--- src/rtl/fbpa_pkg.sv ---
// Package for the fixed block pool allocator: field widths, codes, payload structs.
// No dependencies; imported by every module of the block.
package fbpa_pkg;

  // Field widths
  localparam int CMD_W    = 1;
  localparam int BIDX_W   = 10;
  localparam int STATUS_W = 2;
  localparam int OFFS_W   = 27;
  localparam int FREE_W   = 11;
  localparam int BBYTES_W = 16;
  localparam int BLOCKS_W = 11;

  // Flag store organization
  localparam int FLAG_W     = 32;
  localparam int FLAG_BIT_W = 5;

  // Block stride (header + payload) fits in 17 bits for headers up to 64 bytes
  localparam int STEP_W = 17;

  // Pool header ahead of block 0
  localparam int POOL_HEADER = 8;

  // Defaults
  localparam int MAX_BLOCKS_DEF   = 1024;
  localparam int HEADER_BYTES_DEF = 8;
  localparam int RESET_BBYTES     = 64;
  localparam int RESET_BLOCKS     = 1024;

  // APB register map
  localparam int APB_ADDR_W = 3;
  localparam int APB_DATA_W = 32;
  localparam logic REG_BLOCK_BYTES = 1'b0;
  localparam logic REG_BLOCKS      = 1'b1;

  typedef enum logic [CMD_W-1:0] {
    CMD_ALLOC = 1'b0,
    CMD_FREE  = 1'b1
  } cmd_e;

  typedef enum logic [STATUS_W-1:0] {
    ST_OK   = 2'd0,
    ST_FULL = 2'd1,
    ST_BAD  = 2'd2
  } status_e;

  typedef struct packed {
    cmd_e                cmd;
    logic [BIDX_W-1:0]   block_index;
  } req_t;

  typedef struct packed {
    status_e             status;
    logic [BIDX_W-1:0]   granted_index;
    logic [OFFS_W-1:0]   payload_offset;
    logic [FREE_W-1:0]   free_left;
  } rsp_t;

endpackage

--- src/rtl/fbpa_scan.sv ---
// First-free search over one 32-bit word of the flag store.
// Depends on fbpa_pkg; used by fbpa_engine.
module fbpa_scan import fbpa_pkg::*; #(
  parameter int MAX_BLOCKS = MAX_BLOCKS_DEF,
  localparam int Words     = (MAX_BLOCKS + FLAG_W - 1) / FLAG_W,
  localparam int WordW     = (Words > 1) ? $clog2(Words) : 1,
  localparam int CntW      = $clog2(MAX_BLOCKS + 1)
) (
  input  logic [FLAG_W-1:0]                 flags_i,
  input  logic [WordW-1:0]                  word_i,
  input  logic [CntW-1:0]                   n_i,
  output logic                              found_o,
  output logic [FLAG_BIT_W-1:0]             pos_o
);

  localparam int IdxW  = WordW + FLAG_BIT_W;
  localparam int CW    = (CntW > IdxW) ? CntW : IdxW;

  logic [FLAG_W-1:0] free_w;
  logic [FLAG_W-1:0] v;

  // Bits past the block count count as used.
  always_comb begin
    for (int b = 0; b < FLAG_W; b++) begin
      free_w[b] = ~flags_i[b] &
                  (CW'({word_i, FLAG_BIT_W'(b)}) < CW'(n_i));
    end
  end

  // Binary search for the lowest set bit, halving the window each step.
  always_comb begin
    v     = free_w;
    pos_o = '0;
    for (int k = FLAG_BIT_W - 1; k >= 0; k--) begin
      if ((v & ((32'd1 << (32'd1 << k)) - 32'd1)) == '0) begin
        pos_o[k] = 1'b1;
        v        = v >> (32'd1 << k);
      end
    end
  end

  assign found_o = |free_w;

endmodule

--- src/rtl/fbpa_engine.sv ---
// Allocation sequencer: flag store, free count, word scan, offset multiply.
// Depends on fbpa_pkg and fbpa_scan.
module fbpa_engine import fbpa_pkg::*; #(
  parameter int MAX_BLOCKS   = MAX_BLOCKS_DEF,
  parameter int HEADER_BYTES = HEADER_BYTES_DEF,
  localparam int CntW        = $clog2(MAX_BLOCKS + 1)
) (
  input  logic                  clk_i,
  input  logic                  rst_ni,
  input  logic                  init_i,
  input  logic [CntW-1:0]       eff_n_i,
  input  logic [BBYTES_W-1:0]   block_bytes_i,
  input  logic                  req_valid_i,
  output logic                  req_ready_o,
  input  req_t                  req_i,
  input  logic                  out_free_i,
  output logic                  rsp_valid_o,
  output rsp_t                  rsp_o
);

  localparam int Words = (MAX_BLOCKS + FLAG_W - 1) / FLAG_W;
  localparam int WordW = (Words > 1) ? $clog2(Words) : 1;
  localparam int IdxW  = WordW + FLAG_BIT_W;
  localparam int CW0   = (CntW > IdxW) ? CntW : IdxW;
  localparam int CW    = (CW0 > BIDX_W) ? CW0 : BIDX_W;
  localparam int RstN  = (RESET_BLOCKS > MAX_BLOCKS) ? MAX_BLOCKS : RESET_BLOCKS;

  localparam logic [2:0] S_IDLE = 3'd0;
  localparam logic [2:0] S_SCAN = 3'd1;
  localparam logic [2:0] S_FREE = 3'd2;
  localparam logic [2:0] S_MUL  = 3'd3;
  localparam logic [2:0] S_ADD  = 3'd4;
  localparam logic [2:0] S_FIN  = 3'd5;

  logic [2:0]             state_q, state_d;
  logic [BIDX_W-1:0]      idx_q, idx_d;
  logic [WordW-1:0]       word_q, word_d;
  logic [IdxW-1:0]        gidx_q, gidx_d;
  status_e                status_q, status_d;
  logic [OFFS_W-1:0]      prod_q, prod_d;
  logic [OFFS_W-1:0]      offset_q, offset_d;
  logic [CntW-1:0]        free_cnt_q, free_cnt_d;

  // Flag store
  logic [FLAG_W-1:0]      flag_mem [Words];
  logic [Words-1:0]       row_vld_q;
  logic [FLAG_W-1:0]      rd_word_q;
  logic                   rd_vld_q;
  logic                   rd_en, wr_en;
  logic [WordW-1:0]       rd_addr, wr_addr;
  logic [FLAG_W-1:0]      wr_data;
  logic [FLAG_W-1:0]      flags;

  logic                   found;
  logic [FLAG_BIT_W-1:0]  pos;
  logic [CW-1:0]          idx_ext, req_idx_ext;
  logic [STEP_W-1:0]      step;
  logic                   accept;

  assign accept      = req_valid_i & req_ready_o;
  assign req_ready_o = (state_q == S_IDLE) & ~init_i;
  assign idx_ext     = CW'(idx_q);
  assign req_idx_ext = CW'(req_i.block_index);
  assign step        = STEP_W'(HEADER_BYTES) + STEP_W'(block_bytes_i);

  // A row never written since init reads as all free.
  assign flags = rd_vld_q ? rd_word_q : '0;

  always_ff @(posedge clk_i) begin
    if (wr_en) begin
      flag_mem[wr_addr] <= wr_data;
    end
    if (rd_en) begin
      rd_word_q <= flag_mem[rd_addr];
    end
  end

  always_ff @(posedge clk_i or negedge rst_ni) begin
    if (!rst_ni) begin
      row_vld_q <= '0;
      rd_vld_q  <= 1'b0;
    end else begin
      if (init_i) begin
        row_vld_q <= '0;
      end else if (wr_en) begin
        row_vld_q[wr_addr] <= 1'b1;
      end
      if (rd_en) begin
        rd_vld_q <= row_vld_q[rd_addr];
      end
    end
  end

  fbpa_scan #(
    .MAX_BLOCKS (MAX_BLOCKS)
  ) u_scan (
    .flags_i (flags),
    .word_i  (word_q),
    .n_i     (eff_n_i),
    .found_o (found),
    .pos_o   (pos)
  );

  always_comb begin
    state_d    = state_q;
    idx_d      = idx_q;
    word_d     = word_q;
    gidx_d     = gidx_q;
    status_d   = status_q;
    prod_d     = prod_q;
    offset_d   = offset_q;
    free_cnt_d = free_cnt_q;
    rd_en      = 1'b0;
    rd_addr    = word_q;
    wr_en      = 1'b0;
    wr_addr    = word_q;
    wr_data    = flags;

    unique case (state_q)
      S_IDLE: begin
        if (init_i) begin
          free_cnt_d = eff_n_i;
        end else if (accept) begin
          idx_d    = req_i.block_index;
          gidx_d   = '0;
          offset_d = '0;
          if (req_i.cmd == CMD_ALLOC) begin
            if (free_cnt_q == '0) begin
              status_d = ST_FULL;
              state_d  = S_FIN;
            end else begin
              word_d  = '0;
              rd_en   = 1'b1;
              rd_addr = '0;
              state_d = S_SCAN;
            end
          end else begin
            rd_en   = 1'b1;
            rd_addr = req_idx_ext[WordW+FLAG_BIT_W-1:FLAG_BIT_W];
            state_d = S_FREE;
          end
        end
      end
      S_SCAN: begin
        if (found) begin
          gidx_d     = {word_q, pos};
          wr_en      = 1'b1;
          wr_data    = flags | (FLAG_W'(1) << pos);
          free_cnt_d = free_cnt_q - 1'b1;
          status_d   = ST_OK;
          state_d    = S_MUL;
        end else if (word_q == WordW'(Words - 1)) begin
          status_d = ST_FULL;
          state_d  = S_FIN;
        end else begin
          word_d  = WordW'(word_q + 1'b1);
          rd_en   = 1'b1;
          rd_addr = WordW'(word_q + 1'b1);
        end
      end
      S_FREE: begin
        wr_addr = idx_ext[WordW+FLAG_BIT_W-1:FLAG_BIT_W];
        if ((idx_ext < CW'(eff_n_i)) && flags[idx_q[FLAG_BIT_W-1:0]]) begin
          wr_en      = 1'b1;
          wr_data    = flags & ~(FLAG_W'(1) << idx_q[FLAG_BIT_W-1:0]);
          free_cnt_d = free_cnt_q + 1'b1;
          status_d   = ST_OK;
        end else begin
          status_d = ST_BAD;
        end
        state_d = S_FIN;
      end
      S_MUL: begin
        prod_d  = OFFS_W'(gidx_q * step);
        state_d = S_ADD;
      end
      S_ADD: begin
        offset_d = prod_q + OFFS_W'(POOL_HEADER + HEADER_BYTES);
        state_d  = S_FIN;
      end
      S_FIN: begin
        if (out_free_i) begin
          state_d = S_IDLE;
        end
      end
      default: begin
        state_d = S_IDLE;
      end
    endcase
  end

  always_ff @(posedge clk_i or negedge rst_ni) begin
    if (!rst_ni) begin
      state_q    <= S_IDLE;
      free_cnt_q <= CntW'(RstN);
      status_q   <= ST_OK;
    end else begin
      state_q    <= state_d;
      free_cnt_q <= free_cnt_d;
      status_q   <= status_d;
    end
  end

  always_ff @(posedge clk_i) begin
    idx_q    <= idx_d;
    word_q   <= word_d;
    gidx_q   <= gidx_d;
    prod_q   <= prod_d;
    offset_q <= offset_d;
  end

  assign rsp_valid_o           = (state_q == S_FIN);
  assign rsp_o.status          = status_q;
  assign rsp_o.granted_index   = BIDX_W'(gidx_q);
  assign rsp_o.payload_offset  = offset_q;
  assign rsp_o.free_left       = FREE_W'(free_cnt_q);

endmodule

--- src/rtl/fixed_block_pool_allocator.sv ---
// Top level of the fixed block pool allocator: APB registers, output register.
// Depends on fbpa_pkg and fbpa_engine.
//
// Usage:
//   Request channel (in_valid_i/in_ready_o/in_data_i): one transfer is an
//   allocate or a free command. Response channel (out_valid_o/out_ready_i/
//   out_data_o): exactly one transfer per request, in request order.
//   Steps from accept to response: an allocate with a zero free count
//   goes straight to the response state; an allocate scans from word 0
//   up to the first free flag, then multiplies and adds the offset; a
//   free reads and updates one flag word. Each response is registered.
//   The flag store is scanned one 32-flag word per cycle through a single
//   search unit.
//   One request is in work at a time; in_ready_o is high only while idle.
//   A finished response sits in the output register; the next request can
//   be taken meanwhile, but its result waits until out_ready_i drains it.
//   Reset: block_bytes = 64, blocks_in_use = 1024, all blocks free. The
//   flag rows carry valid bits, so no clearing pass is needed.
//   Writing either register re-initializes the pool (flags clear, free
//   count reloads if idle); in_ready_o drops for the cycle after the write.
module fixed_block_pool_allocator import fbpa_pkg::*; #(
  parameter int MAX_BLOCKS   = MAX_BLOCKS_DEF,
  parameter int HEADER_BYTES = HEADER_BYTES_DEF
) (
  input  logic                    clk_i,
  input  logic                    rst_ni,
  // request channel
  input  logic                    in_valid_i,
  output logic                    in_ready_o,
  input  req_t                    in_data_i,
  // response channel
  output logic                    out_valid_o,
  input  logic                    out_ready_i,
  output rsp_t                    out_data_o,
  // APB configuration port
  input  logic                    psel,
  input  logic                    penable,
  input  logic                    pwrite,
  input  logic [APB_ADDR_W-1:0]   paddr,
  input  logic [APB_DATA_W-1:0]   pwdata,
  output logic [APB_DATA_W-1:0]   prdata,
  output logic                    pready
);

  localparam int CntW = $clog2(MAX_BLOCKS + 1);
  localparam int NW   = (CntW > BLOCKS_W) ? CntW : BLOCKS_W;

  logic [BBYTES_W-1:0] block_bytes_q;
  logic [BLOCKS_W-1:0] blocks_q;
  logic                init_q;
  logic                cfg_wr;
  logic [NW-1:0]       blocks_ext;
  logic [CntW-1:0]     eff_n;

  logic                out_valid_q;
  rsp_t                out_q;
  logic                rsp_valid;
  rsp_t                rsp;
  logic                out_free;

  // Register write on the APB access phase; register index is paddr[2].
  assign cfg_wr = psel & penable & pwrite & pready;
  assign pready = 1'b1;

  always_ff @(posedge clk_i or negedge rst_ni) begin
    if (!rst_ni) begin
      block_bytes_q <= BBYTES_W'(RESET_BBYTES);
      blocks_q      <= BLOCKS_W'(RESET_BLOCKS);
      init_q        <= 1'b0;
    end else begin
      init_q <= cfg_wr;
      if (cfg_wr) begin
        unique case (paddr[2])
          REG_BLOCK_BYTES: block_bytes_q <= pwdata[BBYTES_W-1:0];
          REG_BLOCKS:      blocks_q      <= pwdata[BLOCKS_W-1:0];
          default:         block_bytes_q <= block_bytes_q;
        endcase
      end
    end
  end

  always_comb begin
    unique case (paddr[2])
      REG_BLOCK_BYTES: prdata = APB_DATA_W'(block_bytes_q);
      REG_BLOCKS:      prdata = APB_DATA_W'(blocks_q);
      default:         prdata = '0;
    endcase
  end

  // Effective block count: zero reads as one, clamp to the pool capacity.
  assign blocks_ext = NW'(blocks_q);
  always_comb begin
    priority if (blocks_ext == '0) begin
      eff_n = CntW'(1);
    end else if (blocks_ext > NW'(MAX_BLOCKS)) begin
      eff_n = CntW'(MAX_BLOCKS);
    end else begin
      eff_n = CntW'(blocks_ext);
    end
  end

  fbpa_engine #(
    .MAX_BLOCKS   (MAX_BLOCKS),
    .HEADER_BYTES (HEADER_BYTES)
  ) u_engine (
    .clk_i         (clk_i),
    .rst_ni        (rst_ni),
    .init_i        (init_q),
    .eff_n_i       (eff_n),
    .block_bytes_i (block_bytes_q),
    .req_valid_i   (in_valid_i),
    .req_ready_o   (in_ready_o),
    .req_i         (in_data_i),
    .out_free_i    (out_free),
    .rsp_valid_o   (rsp_valid),
    .rsp_o         (rsp)
  );

  // Output register decouples the engine from a stalled receiver.
  assign out_free = ~out_valid_q | out_ready_i;

  always_ff @(posedge clk_i or negedge rst_ni) begin
    if (!rst_ni) begin
      out_valid_q <= 1'b0;
    end else if (out_free) begin
      out_valid_q <= rsp_valid;
    end
  end

  always_ff @(posedge clk_i) begin
    if (out_free && rsp_valid) begin
      out_q <= rsp;
    end
  end

  assign out_valid_o = out_valid_q;
  assign out_data_o  = out_q;

endmodule

--- config.mk ---
export PLATFORM = sky130hd
export DESIGN_NAME = fixed_block_pool_allocator
export DESIGN_NICKNAME = d
export VERILOG_FILES = /design/src/rtl/fbpa_pkg.sv /design/src/rtl/fbpa_scan.sv /design/src/rtl/fbpa_engine.sv /design/src/rtl/fixed_block_pool_allocator.sv
export SDC_FILE = /design/constraint.sdc
export NUM_CORES = 2
export LEC_CHECK = 0
export BUFFER_PORTS_ARGS = -buffer_cell sky130_fd_sc_hd__buf_4
export CAP_MARGIN = 20
export CORE_MARGIN = 2
export CORE_UTILIZATION = 40
export DETAILED_ROUTE_END_ITERATION = 12
export SLEW_MARGIN = 20
export SYNTH_ARGS = -nofsm -noshare
export SYNTH_HDL_FRONTEND = slang
export SYNTH_SLANG_ARGS = --single-unit
--- constraint.sdc ---
create_clock -name clk_i -period 8.74 [get_ports clk_i]
set_clock_uncertainty 0.05 [all_clocks]
set_input_delay 1.748 -clock clk_i [delete_from_list [all_inputs] [get_ports clk_i]]
set_output_delay 1.748 -clock clk_i [all_outputs]
set_load 0.01 [all_outputs]
[After elaboration in Yosys (flattened, before gate mapping)]
Memories as Yosys holds them, arrays and structs flattened. A register that Yosys moved wholly into a read port is not among the register bits.
Index checks and enable logic that the tools add are counted.
Word-level totals
  register bits: 207
  RAM bits: 1024
  input port bits: 53
  output and inout bits: 85
  word-level logic and storage cells: 257
  memories kept: 1
Cells by class
  add/sub/neg operators: 5
  $mul: 1
  magnitude comparators: 38
  equality and inequality tests: 15
  shift-type cells: 2
  multiplexer cells: 75
  bitwise gates (word level): 76
  reduce and logical (&&, ||, !) cells: 26
Memories
  u_engine.flag_mem: words 32, width 32, read ports 1, clocked after Yosys merged registers in 1, write ports 1, line fbpa_engine.sv:45  | logic [FLAG_W-1:0] flag_mem [Words];
Operators with widths (number)
  < comparator 10 x 11 -> 1 bit: 33
  zero test 32 bit: 5
  two-way mux 32 bit: 5
  case mux 32 bit (2 select lines): 2
  OR 32 bit: 2
  << shifter 1 x 5 -> 32 bit (first input constant): 2
  two-way mux 11 bit: 5
  two-way mux 27 bit: 2
  case mux 27 bit (2 select lines): 1
  two-way mux 5 bit: 10
  bitwise AND 1 bit: 36
  inverter 1 bit: 35
  case mux 11 bit (3 select lines): 1
  bitwise AND 32 bit: 1
  inverter 32 bit: 1
  OR reduction 32 bit: 1
  two-way mux 10 bit: 3
  adder 27 x 5 -> 27 bit (second input constant): 1
  multiplier 10 x 17 -> 27 bit: 1
  two-way mux 3 bit: 8
  zero test 11 bit: 2
  case mux 10 bit (2 select lines): 1
  case mux 5 bit (2 select lines): 2
  two-way mux 1 bit: 19
  other kinds (32): 59

[Depth between registers and ports, before layout]
  depth after elaboration: 19
  depth in mapped cells: 24
  depth with buffers taken out: 24

[Hierarchy]
Synthesis repeated with hierarchy kept, for this count alone.
Unflattened totals
  cells, all modules: 5009
  area total of the unflattened synthesis: 58807.7 um2
Modules (own cells, without submodules)
  fbpa_engine: instances 1, cells each 4688, area each 54618.6 um2, seq. area each 35310.1 um2
  fixed_block_pool_allocator: instances 1, cells each 168, area each 3049.2 um2, seq. area each 2229.6 um2
  fbpa_scan: instances 1, cells each 153, area each 1139.8 um2, seq. area each 0.0 um2

[Worst setup path before layout]
No wires, ideal clock.
  path type: reg2reg
  from: register block_bytes_q[6]
  to: register u_engine.prod_q[26] (data pin)
  library setup time: 0.260 ns
  arrival time: 6.096 ns
  required time: 8.430 ns
  setup slack: 2.334 ns
  cell stages (with the launch flop): 23
  buffers on the path: 0
  clock period less this slack: 6.406 ns
  path through: dfstp_2 -> and3_1 -> and3_1 -> and2_1 -> nand4_1 -> xnor2_1 -> nand2_1 -> fa_1 -> inv_1 -> fa_1 -> inv_1 -> fa_1 -> inv_1 -> fa_1 -> fa_1 -> ha_1 -> or3_1 -> a211oi_1 -> o31ai_1 -> o41a_1 -> a211o_1 -> a21oi_1 -> xnor2_1
Between the ends
  longest elaborated chain between the ends: 2
RTL lines
  from (decl): line fixed_block_pool_allocator.sv:48  | logic [BBYTES_W-1:0] block_bytes_q;
  from (signal assigned): line fixed_block_pool_allocator.sv:67  | block_bytes_q <= BBYTES_W'(RESET_BBYTES);
  from (signal assigned): line fixed_block_pool_allocator.sv:74  | REG_BLOCK_BYTES: block_bytes_q <= pwdata[BBYTES_W-1:0];
  from (signal assigned): line fixed_block_pool_allocator.sv:76  | default: block_bytes_q <= block_bytes_q;
  adder 4 x 16 -> 17 bit: line fbpa_engine.sv:64  | assign step = STEP_W'(HEADER_BYTES) + STEP_W'(block_bytes_i);
  multiplier 10 x 17 -> 27 bit: line fbpa_engine.sv:174  | prod_d = OFFS_W'(gidx_q * step);
  to (signal assigned): line fbpa_engine.sv:208  | prod_q <= prod_d;
  to (decl): line fbpa_engine.sv:40  | logic [OFFS_W-1:0] prod_q, prod_d;
No other way between the ends.
A chain may end at the register's enable or synchronous reset.

[Worst setup path in the final report]
  from: register blocks_q[10] (netlist: blocks_ext[10])
  to: register u_engine.rd_word_q[6], read port of u_engine.flag_mem (data pin)
Between the ends
  longest elaborated chain between the ends: 8
  elaborated cells between the ends (all ways): 73
  those cells by class: 33 x order compare; 6 x mux; 32 x bitwise; 2 x reduce/logical
RTL lines
  from (decl): line fixed_block_pool_allocator.sv:49  | logic [BLOCKS_W-1:0] blocks_q;
  from (signal assigned): line fixed_block_pool_allocator.sv:68  | blocks_q <= BLOCKS_W'(RESET_BLOCKS);
  from (signal assigned): line fixed_block_pool_allocator.sv:75  | REG_BLOCKS: blocks_q <= pwdata[BLOCKS_W-1:0];
  > comparator 11 bit: line fixed_block_pool_allocator.sv:95  | end else if (blocks_ext > NW'(MAX_BLOCKS)) begin
  two-way mux 11 bit: line fixed_block_pool_allocator.sv:95
  two-way mux 11 bit (*): line fixed_block_pool_allocator.sv:93  | priority if (blocks_ext == '0) begin
  < comparator 10 x 11 -> 1 bit: line fbpa_scan.sv:26  | (CW'({word_i, FLAG_BIT_W'(b)}) < CW'(n_i));
  bitwise AND 1 bit: line fbpa_scan.sv:25  | free_w[b] = ~flags_i[b] &
  OR reduction 32 bit (*): line fbpa_scan.sv:42  | assign found_o = |free_w;
  two-way mux 5 bit or two-way mux 1 bit (tied branches): line fbpa_engine.sv:145  | if (found) begin
  case mux 5 bit (2 select lines) or case mux 1 bit (2 select lines) (tied branches): line fbpa_engine.sv:119  | unique case (state_q)
  to (decl): line fbpa_engine.sv:47  | logic [FLAG_W-1:0] rd_word_q;
Every way passes the cells marked *; elsewhere a longest branch is shown, timed or not.

==> impl_metrics.yaml <==
floorplan:
  core-area_um2: 146000
  fp-row-count: 140
  ios: 138
  dieWidth_um: 387
  die_height_um: 387
  dieArea_um2: 150000
  initial_core_util_pct: 40.2
setup_path:
  critPathMaxFanout: 54
  worstSetupPathType: "register to register"
  cp-start-kind: "register"
  worst_ep_required_time_ns: 9.30
  critPathArrivalTime_ns: 8.22
  critPathCaptureType: "register"
final_layout:
  fin_util_pct: 45.8
  num_antenna_cells: 0
  layout.nets: 5240
  drive_gt1_share_pct: 11.3
  synthToLayoutAreaGrowth_pct: 13.8
  instances_no_fill: 6997
  final_area_um2: 66700
synth:
  yosysMostFrequentCell: "nand2_1"
  yosys-mux-area-fraction_pct: 1.25
  synthCells: 4882
  yosysWarnings: 0
  synth_area_um2: 58600
  synth-xor-area-share_pct: 0.927
  synth_edf_count: 1185
  yosysSeqAreaShare_pct: 64.1
  synthAdderAreaFrac_pct: 5.98
  ys_types: 84
  synthTopCellsByArea: "edfxtp_1, nand2_1, nand3_1"
  synth_top_family_by_area: "simple AND/OR/NAND/NOR gates"
  yosys.area_share.simple_pct: 18.1
  yosysTopAreaCellShare_pct: 60.7
  synth_common_cells: "nand2_1, edfxtp_1, nand3_1, clkbuf_1, nor2_1"
  synth_area_leader_cell: "edfxtp_1"
  synth_compound_area_share_pct: 6.44
  ys.flop_type: "edfxtp_1"
  synthArstFlopShare_pct: 6.18
  ys_ff_latch: 1263
  avgSynthCellArea_um2: 12.0
timing:
  tightest_slew_ns: 1.10
  setup-violations-final: 0
  fin_crit_ns: 7.66
  relSlewSlack_pct: 25.9
  min_period_over_period_pct: 87.6
  max_freq_mhz: 131
  finalSetupTns_ns: 0
  final-hold-violation-count: 0
  grt_setup_unrepaired: "false"
  maxSlewViolCount: 0
global_routing:
  globalRoute.totalOverflow: 0
  track_usage_pct: 22.0
  grt_pass1_vias: 37700
  grt_max_degree: 94
  antenna_found_initial: 0
  grt_first_pass_wirelength_mm: 248
clock_network:
  ctsResizeCount: 0
  cts_setup_buffers: 0
  numCtsBuffers: 136
  cts.sinks: 1263
  clkTransAtPathRegs_ns: 0.06
  clkLatencyLatePin_ns: 0.79
  postCtsHoldBufs: 0
  cts_tree: "built"
  cts-root-buf: "clkbuf_16"
  cts_max_level: 4
  clock_path_buffers: 3
detailed_routing:
  post_drt_wl_per_cell_um: 23.9
  drtPass1Iterations: 6
  drc: 0
  drt_iter0_drc: 4463
  ant_nets: 0
  routed_via_density: 5.65
  via_count: 39500
  wl_mm: 167
run_status:
  outcome: "completed"
place:
  place_inst: 6758
  placed_area_um2: 62300
  place.detailed.hpwl_mm: 96.5
  numPortBuffers: 102
  gp_congestion: 0.921
hold_path:
  hold_path_class: "register to register"
flow_run:
  maxCapViolations: 0
## cell type report
type	count	area (um2)
clock inverter	63	739
timing repair buffer	256	2170
tap	1917	2400
fill	13000	78900
clock buffer	176	3620
inverter	136	510
sequential	1263	37500
multi-input combinational	3186	19700
## layout by cell type (no fill, tap or decap), types with 33 or more instances in the layout
cell type / n
nor2_4: 33
a21oi_1: 94
and2_1: 84
dfrtp_1: 75
nor2_1: 139
ha_1: 89
xnor2_1: 37
nand2_1: 1244
buf_4: 236
a311oi_1: 34
nand3_1: 504
and3_1: 163
inv_1: 136
fa_1: 119
edfxtp_1: 1185
mux2_2: 40
clkbuf_1: 36
clkbuf_16: 138
o21ai_0: 49
and4_1: 33
a311o_1: 130
## cells by family after synthesis
logic type | after synthesis
AND/OR/NAND/NOR | 2344
buffers and inverters | 448
multiplexers | 55
AO/OA/AOI/OAI | 499
flip-flops | 1263
adder cells (fa/ha/maj) | 209
XOR/XNOR | 62
other | 2
## worst paths after layout
kind | cells after the start | slack (ns) | from | end
setup / recovery | 17 | 1.08 | blocks_ext[10] | u_engine.rd_word_q[6]
hold / removal | 0 | 0.34 | u_engine.offset_q[5] | out_data_o[16]
setup reg to reg | 17 | 1.08 | blocks_ext[10] | u_engine.rd_word_q[6]
hold reg to reg | 0 | 0.34 | u_engine.offset_q[5] | out_data_o[16]
max in group asynchronous | 2 | 6.70 | rst_ni | block_bytes_q[12]
min in group asynchronous | 1 | 0.87 | rst_ni | u_engine.free_cnt_q[7]
## per-stage QoR
step	setup slack [ns]	hold WS (ns)
6_report	1.08	0.345
5_1_grt	0.867	0.359
4_1_cts	1.21	0.343
3_5_place_dp	1.24	0.356
3_3_place_gp	1.35	0.352
2_1_floorplan	2.33	0.350
## sequential cells by signal, indices dropped and copies added, names as in the netlist, 3 cells and up
register / count
out_data_o: 50
blocks_ext: 11
u_engine.prod_q: 27
u_engine.free_cnt_q: 11
u_engine.flag_mem: 1024
u_engine.word_q: 5
u_engine.idx_q: 10
u_engine.gidx_q: 10
u_engine.state_q: 3
u_engine.offset_q: 27
u_engine.rd_word_q: 32
block_bytes_q: 16
u_engine.row_vld_q: 32
## metal layers
metal  track usage (%)  wire length, um  vias to the layer above
met5                 0                0                        -
met4              7.86             5640                        0
met3              3.68            12800                      257
met2              34.4            77100                     1596
met1              31.0            71800                    19900
li1                  -                -                    17800
## worst max-delay path: stages, from the launching register on
cell,delay (ns)
dfstp_2,0.86
inv_1,0.42
nand2_1,0.36
inv_1,0.08
ha_1,0.43
nand3_1,0.13
a2111oi_1,0.74
o21ai_0,0.17
or4_1,0.68
a211o_1,0.41
o31ai_1,0.41
o211a_4,0.93
buf_4,0.59
nand2_1,0.09
and3_1,0.19
a311oi_1,0.32
a311o_1,0.19
and4_1,0.32
Power is left out: the tool's default activity adds up to more than one toggle a clock period on the data nets, which glitch-free logic cannot reach.
